--- config.mk ---
export PLATFORM = sky130hd
export DESIGN_NAME = stick_gesture_arm_disarm
export DESIGN_NICKNAME = d
export VERILOG_FILES = /design/src/sga_pkg.sv /design/src/sga_lane.sv /design/src/sga_merge.sv /design/src/stick_gesture_arm_disarm.sv
export SDC_FILE = /design/constraint.sdc
export NUM_CORES = 1
export LEC_CHECK = 0
export BUFFER_PORTS_ARGS = -buffer_cell sky130_fd_sc_hd__clkbuf_2
export CAP_MARGIN = 10
export CORE_MARGIN = 4
export CORE_UTILIZATION = 45
export CTS_CLUSTER_SIZE = 14
export DETAILED_ROUTE_END_ITERATION = 10
export PLACE_DENSITY = 0.66
export SETUP_SLACK_MARGIN = 0.1
export SYNTH_ARGS = -nofsm -noshare
export SYNTH_HDL_FRONTEND = slang
export SYNTH_HIERARCHICAL = 1
export SYNTH_SLANG_ARGS = --single-unit
--- constraint.sdc ---
create_clock -name clk_i -period 6.1 [get_ports clk_i]
set_clock_uncertainty 0.2 [all_clocks]
set_input_delay 0.915 -clock clk_i [delete_from_list [all_inputs] [get_ports clk_i]]
set_output_delay 0.915 -clock clk_i [all_outputs]
set_load 0.005 [all_outputs]
--- src/sga_pkg.sv ---
// Package for the stick arming gesture detector.
// Holds payload and state types, thresholds and register codes; no dependencies.
`timescale 1ns / 1ps

package sga_pkg;

  localparam int unsigned NumChan   = 4;
  localparam int unsigned PulseW    = 12;
  localparam int unsigned FlagW     = 2 * NumChan;
  localparam int unsigned CountW    = 8;
  localparam int unsigned CfgIdxW   = 8;

  localparam logic [PulseW-1:0] PulseMin = 12'd900;
  localparam logic [PulseW-1:0] PulseMax = 12'd2000;
  localparam logic [CountW-1:0] CountSat = 8'd250;
  localparam logic [CountW-1:0] HoldTicks = 8'd100;

  localparam logic [PulseW-1:0] LowCheckRst  = 12'd1100;
  localparam logic [PulseW-1:0] HighCheckRst = 12'd1900;

  // Channel order inside the flag vector
  localparam int unsigned ChRoll  = 0;
  localparam int unsigned ChPitch = 1;
  localparam int unsigned ChYaw   = 2;
  localparam int unsigned ChThr   = 3;

  // Configuration register indexes
  localparam logic [CfgIdxW-1:0] CfgLowCheck  = 8'd0;
  localparam logic [CfgIdxW-1:0] CfgHighCheck = 8'd1;

  typedef struct packed {
    logic [PulseW-1:0] roll_raw;
    logic [PulseW-1:0] pitch_raw;
    logic [PulseW-1:0] yaw_raw;
    logic [PulseW-1:0] throttle_raw;
  } sga_in_t;

  typedef struct packed {
    logic             armed;
    logic             arm_event;
    logic             disarm_event;
    logic [FlagW-1:0] stick_flags;
  } sga_out_t;

  // Per-channel compare result
  typedef struct packed {
    logic in_range;
    logic low;
    logic high;
  } sga_lane_t;

  // Gesture state carried between items
  typedef struct packed {
    logic [FlagW-1:0]  flags;
    logic [CountW-1:0] count;
    logic              armed;
  } sga_state_t;

endpackage

--- src/sga_lane.sv ---
// One channel compare lane: range check and low/high threshold flags.
// Depends on sga_pkg.
`timescale 1ns / 1ps

module sga_lane (
  input  logic [sga_pkg::PulseW-1:0] raw_i,
  input  logic [sga_pkg::PulseW-1:0] low_check_i,
  input  logic [sga_pkg::PulseW-1:0] high_check_i,
  output sga_pkg::sga_lane_t         lane_o
);
  import sga_pkg::*;

  // Valid pulse window and thresholds
  always_comb begin
    lane_o.in_range = (raw_i >= PulseMin) && (raw_i <= PulseMax);
    lane_o.low      = raw_i < low_check_i;
    lane_o.high     = raw_i > high_check_i;
  end

endmodule

--- src/sga_merge.sv ---
// Merges the lane results with the held state: scan cutoff, hold counter
// and arm/disarm decision. Depends on sga_pkg.
`timescale 1ns / 1ps

module sga_merge (
  input  sga_pkg::sga_lane_t [sga_pkg::NumChan-1:0] lanes_i,
  input  sga_pkg::sga_state_t                       state_i,
  output sga_pkg::sga_state_t                       state_o,
  output sga_pkg::sga_out_t                         result_o
);
  import sga_pkg::*;

  logic [NumChan-1:0] scan_ok;
  logic [FlagW-1:0]   flags_scan;
  logic [CountW-1:0]  count_run;
  logic [FlagW-1:0]   flags_run;
  logic               hold_hit;
  logic               thr_low;
  logic               arm_ev;
  logic               disarm_ev;

  // Scan stops at the first out-of-range channel; it and later channels keep their held flags
  always_comb begin
    for (int c = 0; c < NumChan; c++) begin
      if (c == 0) begin
        scan_ok[c] = lanes_i[c].in_range;
      end else begin
        scan_ok[c] = scan_ok[c-1] && lanes_i[c].in_range;
      end
      if (scan_ok[c]) begin
        flags_scan[2*c]   = lanes_i[c].low;
        flags_scan[2*c+1] = lanes_i[c].high;
      end else begin
        flags_scan[2*c]   = state_i.flags[2*c];
        flags_scan[2*c+1] = state_i.flags[2*c+1];
      end
    end
  end

  // Hold counter, saturating; clears with the flags when nothing is held
  always_comb begin
    if (flags_scan != '0) begin
      flags_run = flags_scan;
      count_run = (state_i.count < CountSat) ? state_i.count + 8'd1 : state_i.count;
    end else begin
      flags_run = '0;
      count_run = '0;
    end
  end

  // Gesture check at the hold point
  always_comb begin
    hold_hit  = count_run == HoldTicks;
    thr_low   = flags_run[2*ChThr];
    disarm_ev = hold_hit && state_i.armed && flags_run[2*ChYaw] && thr_low;
    arm_ev    = hold_hit && !state_i.armed && flags_run[2*ChYaw+1] && thr_low;

    state_o.armed = (state_i.armed && !disarm_ev) || arm_ev;
    state_o.flags = hold_hit ? '0 : flags_run;
    state_o.count = hold_hit ? '0 : count_run;

    result_o.armed        = state_o.armed;
    result_o.arm_event    = arm_ev;
    result_o.disarm_event = disarm_ev;
    result_o.stick_flags  = state_o.flags;
  end

endmodule

--- src/stick_gesture_arm_disarm.sv ---
// Top level of the stick arming gesture detector: config registers, four
// compare lanes, merge stage, state registers and output skid buffer.
// Depends on sga_pkg, sga_lane, sga_merge.
//
//   Channel | Direction | Handshake            | Payload
//   --------+-----------+----------------------+---------------------------
//   in      | input     | in_valid_i/in_stall_o | in_data_i (four pulses)
//   out     | output    | out_valid_o/out_stall_i | out_data_o (arm, flags)
//   cfg     | input     | cfg_valid_i/cfg_ready_o | cfg_index_i, cfg_data_i
//
// One item per cycle while in_stall_o is low: lanes and merge settle in the accept
// cycle, and state and result are registered at the accept edge.
// A two-entry output buffer (output register plus skid) lets items keep
// flowing while the output is stalled; in_stall_o rises only when both are full.
// Reset clears state, thresholds go to 1100 and 1900, no clearing pass.
// cfg_ready_o is always high.
`timescale 1ns / 1ps

module stick_gesture_arm_disarm (
  input  logic                         clk_i,
  input  logic                         rst_ni,
  input  logic                         in_valid_i,
  output logic                         in_stall_o,
  input  sga_pkg::sga_in_t             in_data_i,
  output logic                         out_valid_o,
  input  logic                         out_stall_i,
  output sga_pkg::sga_out_t            out_data_o,
  input  logic                         cfg_valid_i,
  output logic                         cfg_ready_o,
  input  logic [sga_pkg::CfgIdxW-1:0]  cfg_index_i,
  input  logic [sga_pkg::PulseW-1:0]   cfg_data_i
);
  import sga_pkg::*;

  logic [PulseW-1:0] low_check_q, high_check_q;
  sga_state_t        state_q, state_d;
  sga_out_t          result;
  sga_out_t          out_q, skid_q;
  logic              out_valid_q, skid_valid_q;
  logic              in_accept, out_pop;

  logic [NumChan-1:0][PulseW-1:0] raw;
  sga_lane_t [NumChan-1:0]        lanes;

  // Configuration registers
  assign cfg_ready_o = 1'b1;

  always_ff @(posedge clk_i or negedge rst_ni) begin
    if (!rst_ni) begin
      low_check_q  <= LowCheckRst;
      high_check_q <= HighCheckRst;
    end else if (cfg_valid_i) begin
      unique case (cfg_index_i)
        CfgLowCheck:  low_check_q  <= cfg_data_i;
        CfgHighCheck: high_check_q <= cfg_data_i;
        default: ;
      endcase
    end
  end

  // Compare lanes
  assign raw[ChRoll]  = in_data_i.roll_raw;
  assign raw[ChPitch] = in_data_i.pitch_raw;
  assign raw[ChYaw]   = in_data_i.yaw_raw;
  assign raw[ChThr]   = in_data_i.throttle_raw;

  for (genvar c = 0; c < NumChan; c++) begin : g_lane
    sga_lane u_lane (
      .raw_i        (raw[c]),
      .low_check_i  (low_check_q),
      .high_check_i (high_check_q),
      .lane_o       (lanes[c])
    );
  end

  // Merge stage
  sga_merge u_merge (
    .lanes_i  (lanes),
    .state_i  (state_q),
    .state_o  (state_d),
    .result_o (result)
  );

  assign in_stall_o = skid_valid_q;
  assign in_accept  = in_valid_i && !in_stall_o;
  assign out_pop    = out_valid_q && !out_stall_i;

  // Gesture state
  always_ff @(posedge clk_i or negedge rst_ni) begin
    if (!rst_ni) begin
      state_q <= '0;
    end else if (in_accept) begin
      state_q <= state_d;
    end
  end

  // Output register and skid control
  always_ff @(posedge clk_i or negedge rst_ni) begin
    if (!rst_ni) begin
      out_valid_q  <= 1'b0;
      skid_valid_q <= 1'b0;
    end else if (skid_valid_q) begin
      if (out_pop) begin
        skid_valid_q <= 1'b0;
      end
    end else if (in_accept) begin
      if (out_valid_q && !out_pop) begin
        skid_valid_q <= 1'b1;
      end else begin
        out_valid_q <= 1'b1;
      end
    end else if (out_pop) begin
      out_valid_q <= 1'b0;
    end
  end

  // Output and skid payload
  always_ff @(posedge clk_i) begin
    if (skid_valid_q) begin
      if (out_pop) begin
        out_q <= skid_q;
      end
    end else if (in_accept) begin
      if (out_valid_q && !out_pop) begin
        skid_q <= result;
      end else begin
        out_q <= result;
      end
    end
  end

  assign out_valid_o = out_valid_q;
  assign out_data_o  = out_q;

endmodule
==> results of run 1 <==
## cells by family (layout without fill, tap and decap cells)
logic type      after synthesis  count (layout)
simple gates                136             136
buf+inv                     118             200
fa+ha+maj                    93              93
mux                          62              62
flops                        65              65
other cells                   1               1
compound gates              102             102
xor+xnor                      5               5
## area by class of cell
class	instances	area, µm²
flip-flops and latches	65	1750
well taps	168	210
inverters	95	357
fillers	1155	5680
clock inverters	7	100
clock buffers	9	225
multi-input cells	399	3440
repair buffers	89	455
## layout by cell type, fill, tap and decap left out, types with 9 or more instances in the layout
cell,n
a211oi_1,9
a21oi_1,38
clkbuf_16,9
clkbuf_2,85
dfrtp_1,32
dfstp_2,11
edfxtp_1,22
ha_1,93
inv_1,95
mux2_2,42
mux2_4,10
mux2i_1,10
nand2_1,19
nand3_1,16
nand4_1,14
nor2_1,37
nor3_1,17
## registers in the layout (all words and copies together), names as in the netlist
register / flops
out_data_o: 11
low_check_q: 12
skid_q: 11
state_q: 17
in_stall_o: 1
out_valid_o: 1
high_check_q: 12
## metrics by stage
step                      instances  worst slack, ns  utilization (%)
after global routing            832             1.51             53.5
after floorplan                 582             2.14                -
after detailed placement        816             1.49             50.8
final                           832             1.77             53.5
after CTS                       832             1.80             53.5
after global placement          816             1.58             50.8
## where the power goes
group / internal [µW] / leakage (µW) / switching [µW]
Sequential: 577 / 0.000749 / 107
Combinational: 268 / 0.00199 / 283
Clock: 362 / 0.000161 / 205
Total: 1210 / 0.00290 / 594
## path summary, 6_finish.rpt
| check | from | endpoint | slack [ns] | cells after the start |
|---|---|---|---|---|
| max reg2reg | high_check_q[10] | out_data_o[10] | 2.14 | 12 |
| min reg2reg | state_q[8] | state_q[8] | 0.34 | 1 |
| max | in_data_i[29] | out_data_o[10] | 1.77 | 11 |
| min in group asynchronous | rst_ni | low_check_q[0] | 0.45 | 2 |
| min | state_q[8] | state_q[8] | 0.34 | 1 |
| max in group asynchronous | rst_ni | high_check_q[9] | 4.84 | 2 |
## layer usage
metal | routed length (µm) | GRT usage (%) | vias to the layer above
li1 | - | - | 2252
met1 | 6330 | 26.9 | 2292
met2 | 7240 | 36.8 | 138
met3 | 771 | 3.04 | 28
met4 | 394 | 7.22 | 0
met5 | 0 | 0 | -
==> results.ini, run 1 <==
[job]
drv_cap = 0

[final_layout]
drive_gt1_share_pct = 28.9
final_nets = 825
fin_area_um2 = 6530
area_growth_pct = 14.6
diodes = 0

[clock_network]
cts_setup_buffers = 0
clk_path_buf_depth = 2
cts_hold_buf = 0
htree_levels = 3
clkSlewWorstSetupHoldPaths_ns = 0.06
cts_tree = yes
cts_sinks = 65
clk_latency_ns = 0.33
cts-root-buf = clkbuf_16
cts_resized = 0
numCtsBuffers = 9

[synthesis]
synth_area_um2 = 5700
synth_area_per_cell_um2 = 9.79
synthArstFlopShare_pct = 66.2
synth.area.top_cells = ha_1 20%, dfrtp_1 14%, edfxtp_1 12%, mux2_2 8.3%, inv_1 6.3%
synth.top_cell.area_share_pct = 20.4
yosys.area_share.simple_pct = 13.2
synth_edf_count = 22
synth_fa_ha_area_share_pct = 20.4
ys_seq_area_share_pct = 30.7
synth_ff_type = dfrtp_1
synth_common_cells = 95 x inv_1, 93 x ha_1, 42 x mux2_2
synth_compound_area_share_pct = 13.0
yosys_warnings = 6
yosysTopAreaCell = ha_1
synthXorXnorAreaFrac_pct = 0.768
ys_ff_latch = 65
synth_mux_area_share_pct = 12.7
netlist_instances = 582
synth_cell_type_count = 53
synth_top_family_by_area = adder cells
yosysMostFrequentCell = inv_1
syn_nets = 748

[floorplan]
die_w_um = 121
core-area_um2 = 12200
start_util_pct = 46.7
dieArea_um2 = 14500
die_h_um = 121
row_count = 40
io-pin-count = 87

[timing]
rsz0062_at_grt = false
drv_slew = 0
post-route-period-util_pct = 71.0
fmax_mhz = 231
fin_crit_ns = 4.33
holdWs_ns = 0.337
finalSetupViolCount = 0
relSlewSlack_pct = 23.4
fin_setup_tns_ns = 0
hold_violations = 0
worst_pin_slew_ns = 1.15

[worst_setup_path]
critPathBufInv = 2
cp_common_cell = nor3_1
critPathCaptureType = register
arrival_ns = 4.21
critical_path_class = input pin to register
path_delay_family = simple AND/OR/NAND/NOR gates
cp_slowest_stage_delay_ns = 0.81
worstSetupStartpointType = input pin
critPathMaxFanout = 9
crit_required_ns = 5.98
path_cells = clkbuf_2 -> nor3_1 -> a31oi_1 -> nor3_1 -> nand3_4 -> or3_4 -> a2111oi_4 -> nor4_2 -> buf_4 -> a21o_2 -> mux2_2
crit_path_top_delay_cell = nor3_1

[place]
port_buffers = 85
routabilityCongestion = 0.869
post_dp_cell_area_um2 = 6210
hpwl_um = 11900

[pwr]
p_per_area_nw_per_um2 = 276
leakage_uw = 0.00290
peakVddDrop_v = 0.000184
p_total_uw = 1800

[grt]
grt_pass1_vias = 4967
grt_pass1_wl_um = 24500
grt_overflow = 0
grt_usage_pct = 21.2
grt_max_degree = 44
antenna_found_initial = 0

[detailed_routing]
via_count = 4710
routed_wl_um = 14700
drc = 0
wl_per_cell_um = 17.7
ant_nets = 0
drt_iter0_markers = 216
first_pass_iters = 5
via_per_inst = 5.66

[status]
status = completed

[worst_hold_path]
hold_class = register to register

(Power assumes the default switching activity.)
==> run 2: changes to the inputs <==
==> constraint.sdc (replaced) <==
create_clock -name clk_i -period 4.2 [get_ports clk_i]
set_clock_uncertainty 0.2 [all_clocks]
set_input_delay 0.63 -clock clk_i [delete_from_list [all_inputs] [get_ports clk_i]]
set_output_delay 0.63 -clock clk_i [all_outputs]
set_load 0.005 [all_outputs]
==> run 2 against run 1 <==
- flip-flop and latch count stayed put
- sequential power is 43% higher
- utilization stayed put
- routed wire length is 5.7% lower
- sequential share of layout area is the same
- power increased by 41%
- worst hold slack worse by 0.16 ns
==> results.ini, run 2 (same netlist as run 1, synthesis figures left out) <==
[grt]
antenna_found_initial = 0
grt_overflow = 0
grt_pass1_vias = 4694
grt_usage_pct = 19.9
grt_max_degree = 44
grt_pass1_wl_um = 22800

[worst_setup_path]
critPathCaptureType = register
path_delay_family = compound AO/OA/AOI/OAI gates
critPathBufInv = 2
cp_num_cells = 12
crit_required_ns = 4.08
reg2reg_from = high_check_q[10]
startpoint = high_check_q[10]
arrival_ns = 3.48
cp_slowest_stage_delay_ns = 0.59
reg2reg_slack_ns = 0.60
crit_end = out_data_o[10]
crit_path_top_delay_cell = dfstp_2
critPathMaxFanout = 12
timing.rr.end = out_data_o[10]
critical_path_class = register to register
path_cells = inv_1 -> ha_1 -> a21oi_1 -> nand2_1 -> a2111oi_2 -> nor2_1 -> or3_4 -> a2111oi_4 -> nor4_2 -> buf_4 -> a21o_2 -> mux2_2
worstSetupStartpointType = register
reg2reg_depth = 12

[clock_network]
cts-root-buf = clkbuf_16
htree_levels = 3
numCtsBuffers = 9
cts_hold_buf = 0
clkSlewWorstSetupHoldPaths_ns = 0.06
cts_tree = yes
clk_path_buf_depth = 2
cts_resized = 0
clk_latency_ns = 0.33
cts_setup_buffers = 0
cts_sinks = 65

[timing]
fmax_mhz = 278
rsz0062_at_grt = false
worst_pin_slew_ns = 1.09
relSlewSlack_pct = 27.2
hold_violations = 0
drv_slew = 0
setup_slack_ns = 0.604
finalSetupViolCount = 0
post-route-period-util_pct = 85.6
fin_crit_ns = 3.60
fin_setup_tns_ns = 0

[detailed_routing]
routed_wl_um = 13900
via_count = 4540
drt_iter0_markers = 237
drc = 0
ant_nets = 0
wl_per_cell_um = 16.6
via_per_inst = 5.44
first_pass_iters = 4

[place]
hpwl_um = 11500
routabilityCongestion = 0.921
port_buffers = 85
post_dp_cell_area_um2 = 6230
pre_cts_ws_ns = 0.397

[pwr]
p_sw_share_pct = 33.1
power.share.clock_pct = 29.8
p_seq_share_pct = 38.6
power_frac_comb_pct = 31.5
leakage_uw = 0.00290
p_per_area_nw_per_um2 = 388
p_total_uw = 2530
p_switching_uw = 838
power.internal_uw = 1700
peakVddDrop_v = 0.000234

[final_layout]
regArea_um2 = 1750
fin_area_um2 = 6530
fin_util_pct = 53.5
layout_commonest_cell = inv_1
final_nets = 828
area_growth_pct = 14.6
final_cell_mix = 95 x inv_1, 93 x ha_1, 85 x clkbuf_2
diodes = 0
drive_gt1_share_pct = 29.2
top_regs = state_q (17), high_check_q (12), low_check_q (12)
multi_input_area_um2 = 3440
regMostFlops = state_q
fillers = 1129
largest_reg_flops = 17

[floorplan]
io-pin-count = 87
start_util_pct = 46.7
die_h_um = 121
die_w_um = 121
row_count = 40
core-area_um2 = 12200
dieArea_um2 = 14500

[job]
drv_cap = 0

[worst_hold_path]
hold_class = input pin to asynchronous set/reset pin

[status]
status = completed

-- run 2: worst min path at each step --
stage | startpoint | end
floorplan | rst_ni | high_check_q[0]
global placement | state_q[11] | state_q[11]
detailed placement | state_q[9] | state_q[9]
CTS | rst_ni | low_check_q[1]
global route | rst_ni | low_check_q[1]
finish | rst_ni | low_check_q[1]
-- run 2: final cells by class --
type | count | share of cell area (%)
Multi-Input combinational cell | 399 | 52.6
Sequential cell | 65 | 26.8
Timing Repair Buffer | 92 | 7.32
Inverter | 95 | 5.46
Clock buffer | 9 | 3.45
Tap cell | 168 | 3.22
Clock inverter | 7 | 1.19
-- run 2: through the flow --
stage	hold WS, ns	cells
floorplan	0.134	582
finish	0.175	835
CTS	0.195	835
detailed placement	0.321	819
global placement	0.320	819
global route	0.236	835
-- run 2: power by group through the flow --
| stage | Sequential [µW] | Clock, µW | Combinational, µW |
|---|---|---|---|
| 4_1_cts | 981 | 776 | 811 |
| 2_1_floorplan | 930 | 0 | 629 |
| 3_5_place_dp | 992 | 0 | 808 |
| 5_1_grt | 1000 | 800 | 900 |
| 6_report | 978 | 755 | 799 |
| 3_3_place_gp | 986 | 0 | 777 |
-- run 2: per-layer routing --
metal	track usage [%]	share of wire, %	vias up
li1	-	-	2260
met1	26.0	46	2156
met2	33.7	48	98
met3	3.32	3.7	26
met4	6.09	2.2	0
met5	0	0	-
==> run 3: changes to the inputs <==
--- a/config.mk
+++ b/config.mk
@@ -15,5 +15,4 @@
 export SETUP_SLACK_MARGIN = 0.1
 export SYNTH_ARGS = -nofsm -noshare
 export SYNTH_HDL_FRONTEND = slang
-export SYNTH_HIERARCHICAL = 1
 export SYNTH_SLANG_ARGS = --single-unit
==> run 3 against run 2 <==
- area after synthesis shrank 7.6%
- routed wire length shrank 0.47%
- die area shrank 7.1%
- critical endpoint is now out_data_o[6]
- power grew 2.0%
- flip-flop and latch count is the same
- register-to-register slack gained 0.32 ns
==> results.ini, run 3 <==
[status]
status = completed

[grt]
grt_overflow = 0
grt_max_degree = 44
grt_pass1_vias = 4660
grt_pass1_wl_um = 22900
grt_usage_pct = 21.8
antenna_found_initial = 0

[worst_setup_path]
reg2reg_depth = 10
reg2reg_from = high_check_q[9]
arrival_ns = 3.28
crit_required_ns = 4.20
crit_end = out_data_o[6]
critPathCaptureType = register
startpoint = high_check_q[9]
reg2reg_slack_ns = 0.92
critPathMaxFanout = 10
critical_path_class = register to register
timing.rr.end = out_data_o[6]
worstSetupStartpointType = register

[clock_network]
htree_levels = 3
cts_setup_buffers = 0
clk_latency_ns = 0.33
clk_path_buf_depth = 2
cts_hold_buf = 0
numCtsBuffers = 9
cts_tree = yes
clkSlewWorstSetupHoldPaths_ns = 0.05
cts_sinks = 65
cts_resized = 0
cts-root-buf = clkbuf_16

[timing]
drv_slew = 0
rsz0062_at_grt = false
holdWs_ns = 0.287
fmax_mhz = 305
post-route-period-util_pct = 78.0
worst_pin_slew_ns = 1.10
finalSetupViolCount = 0
hold_violations = 0
fin_setup_tns_ns = 0
relSlewSlack_pct = 26.9
fin_crit_ns = 3.28

[synthesis]
synth_cell_type_count = 66
synth.top_cell.area_share_pct = 22.1
ys_ff_latch = 65
synth_edf_count = 22
syn_nets = 720
synth_area_um2 = 5270
netlist_instances = 554
synth_common_cells = 93 x ha_1, 58 x nand2_1, 44 x a21oi_1
yosysTopAreaCell = ha_1
yosysMostFrequentCell = ha_1
synth.area.top_cells = ha_1 22%, dfrtp_1 15%, edfxtp_1 13%, dfstp_2 5.5%, a21oi_1 4.2%
synth_ff_type = dfrtp_1
synth_area_per_cell_um2 = 9.51
yosys_warnings = 0
synthArstFlopShare_pct = 66.2
ys_seq_area_share_pct = 33.2

[place]
port_buffers = 85
routabilityCongestion = 0.905
post_dp_cell_area_um2 = 5830
hpwl_um = 11400

[detailed_routing]
via_count = 4622
drt_iter0_markers = 249
routed_wl_um = 13800
drc = 0
first_pass_iters = 5
ant_nets = 0
via_per_inst = 5.87
wl_per_cell_um = 17.6

[pwr]
power.share.clock_pct = 33.7
p_total_uw = 2580
p_switching_uw = 845
peakVddDrop_v = 0.000322
p_per_area_nw_per_um2 = 418
p_sw_share_pct = 32.7
power.internal_uw = 1740
power_frac_comb_pct = 29.3
leakage_uw = 0.00292
p_seq_share_pct = 37.0

[final_layout]
diodes = 0
largest_reg_flops = 17
fin_area_um2 = 6180
drive_gt1_share_pct = 23.1
regMostFlops = state_q
area_growth_pct = 17.3
top_regs = state_q (17), high_check_q (12), low_check_q (12)
final_cell_mix = 93 x ha_1, 85 x clkbuf_2, 58 x nand2_1
layout_commonest_cell = ha_1
final_nets = 805

[floorplan]
die_w_um = 116
core-area_um2 = 11400
die_h_um = 116
row_count = 39
io-pin-count = 87
start_util_pct = 46.1
dieArea_um2 = 13500

[worst_hold_path]
hold_class = input pin to asynchronous set/reset pin

[job]
drv_cap = 0

## run 3: layer usage
layer | wire length (µm) | track usage, % | up-vias
li1 | - | - | 2262
met1 | 6400 | 29.5 | 2224
met2 | 6530 | 35.4 | 119
met3 | 653 | 3.83 | 17
met4 | 244 | 7.27 | 0
met5 | 0 | 0 | -
## run 3: area by class of cell
class                      instances  area, µm²
inverter                          34        128
tap                              143        179
multi-input combinational        442       3330
fill                            1036       5240
clock inverter                     7        125
clock buffer                       9        225
sequential                        65       1750
timing repair buffer              87        440
## run 3: power by group through the flow
stage          clock network [µW]  logic (µW)  registers (µW)
3_3_place_gp                    0         728             962
2_1_floorplan                   0         523             923
6_report                      870         757             957
3_5_place_dp                    0         756             966
5_1_grt                       924         871             979
4_1_cts                       893         762             956
## run 3: cell families after synthesis
family,after synthesis,share of synthesized area [%]
AO/OA/AOI/OAI,151,18.8
XOR/XNOR,1,0.166
multiplexers,19,3.97
flip-flops,65,33.2
buffers and inverters,47,3.52
other,1,0.0712
AND/OR/NAND/NOR,177,18.1
adder cells (fa/ha/maj),93,22.1
## run 3: critical path, stage by stage, from the launching register on
cell	delay [ns]
dfstp_2	0.53
inv_1	0.12
ha_1	0.32
a21oi_1	0.16
o21ai_0	0.13
a2111oi_0	0.50
a21oi_1	0.19
nor2_1	0.12
a21oi_1	0.16
nor3_4	0.43
o221a_2	0.27
## run 3: worst min path at each step
stage | to | slack (ns)
2_1_floorplan | high_check_q[0] | 0.13
3_3_place_gp | state_q[12] | 0.27
3_5_place_dp | state_q[9] | 0.29
4_1_cts | low_check_q[3] | 0.29
5_1_grt | low_check_q[3] | 0.32
6_report | in_stall_o | 0.29
## run 3: stage by stage
stage                     cells  worst slack [ns]  util, %
after floorplan             554              1.15        -
after detailed placement    771             0.791     51.0
after global placement      771             0.822     51.0
after global routing        787             0.659     54.1
after CTS                   787             0.985     54.1
final                       787             0.924     54.1
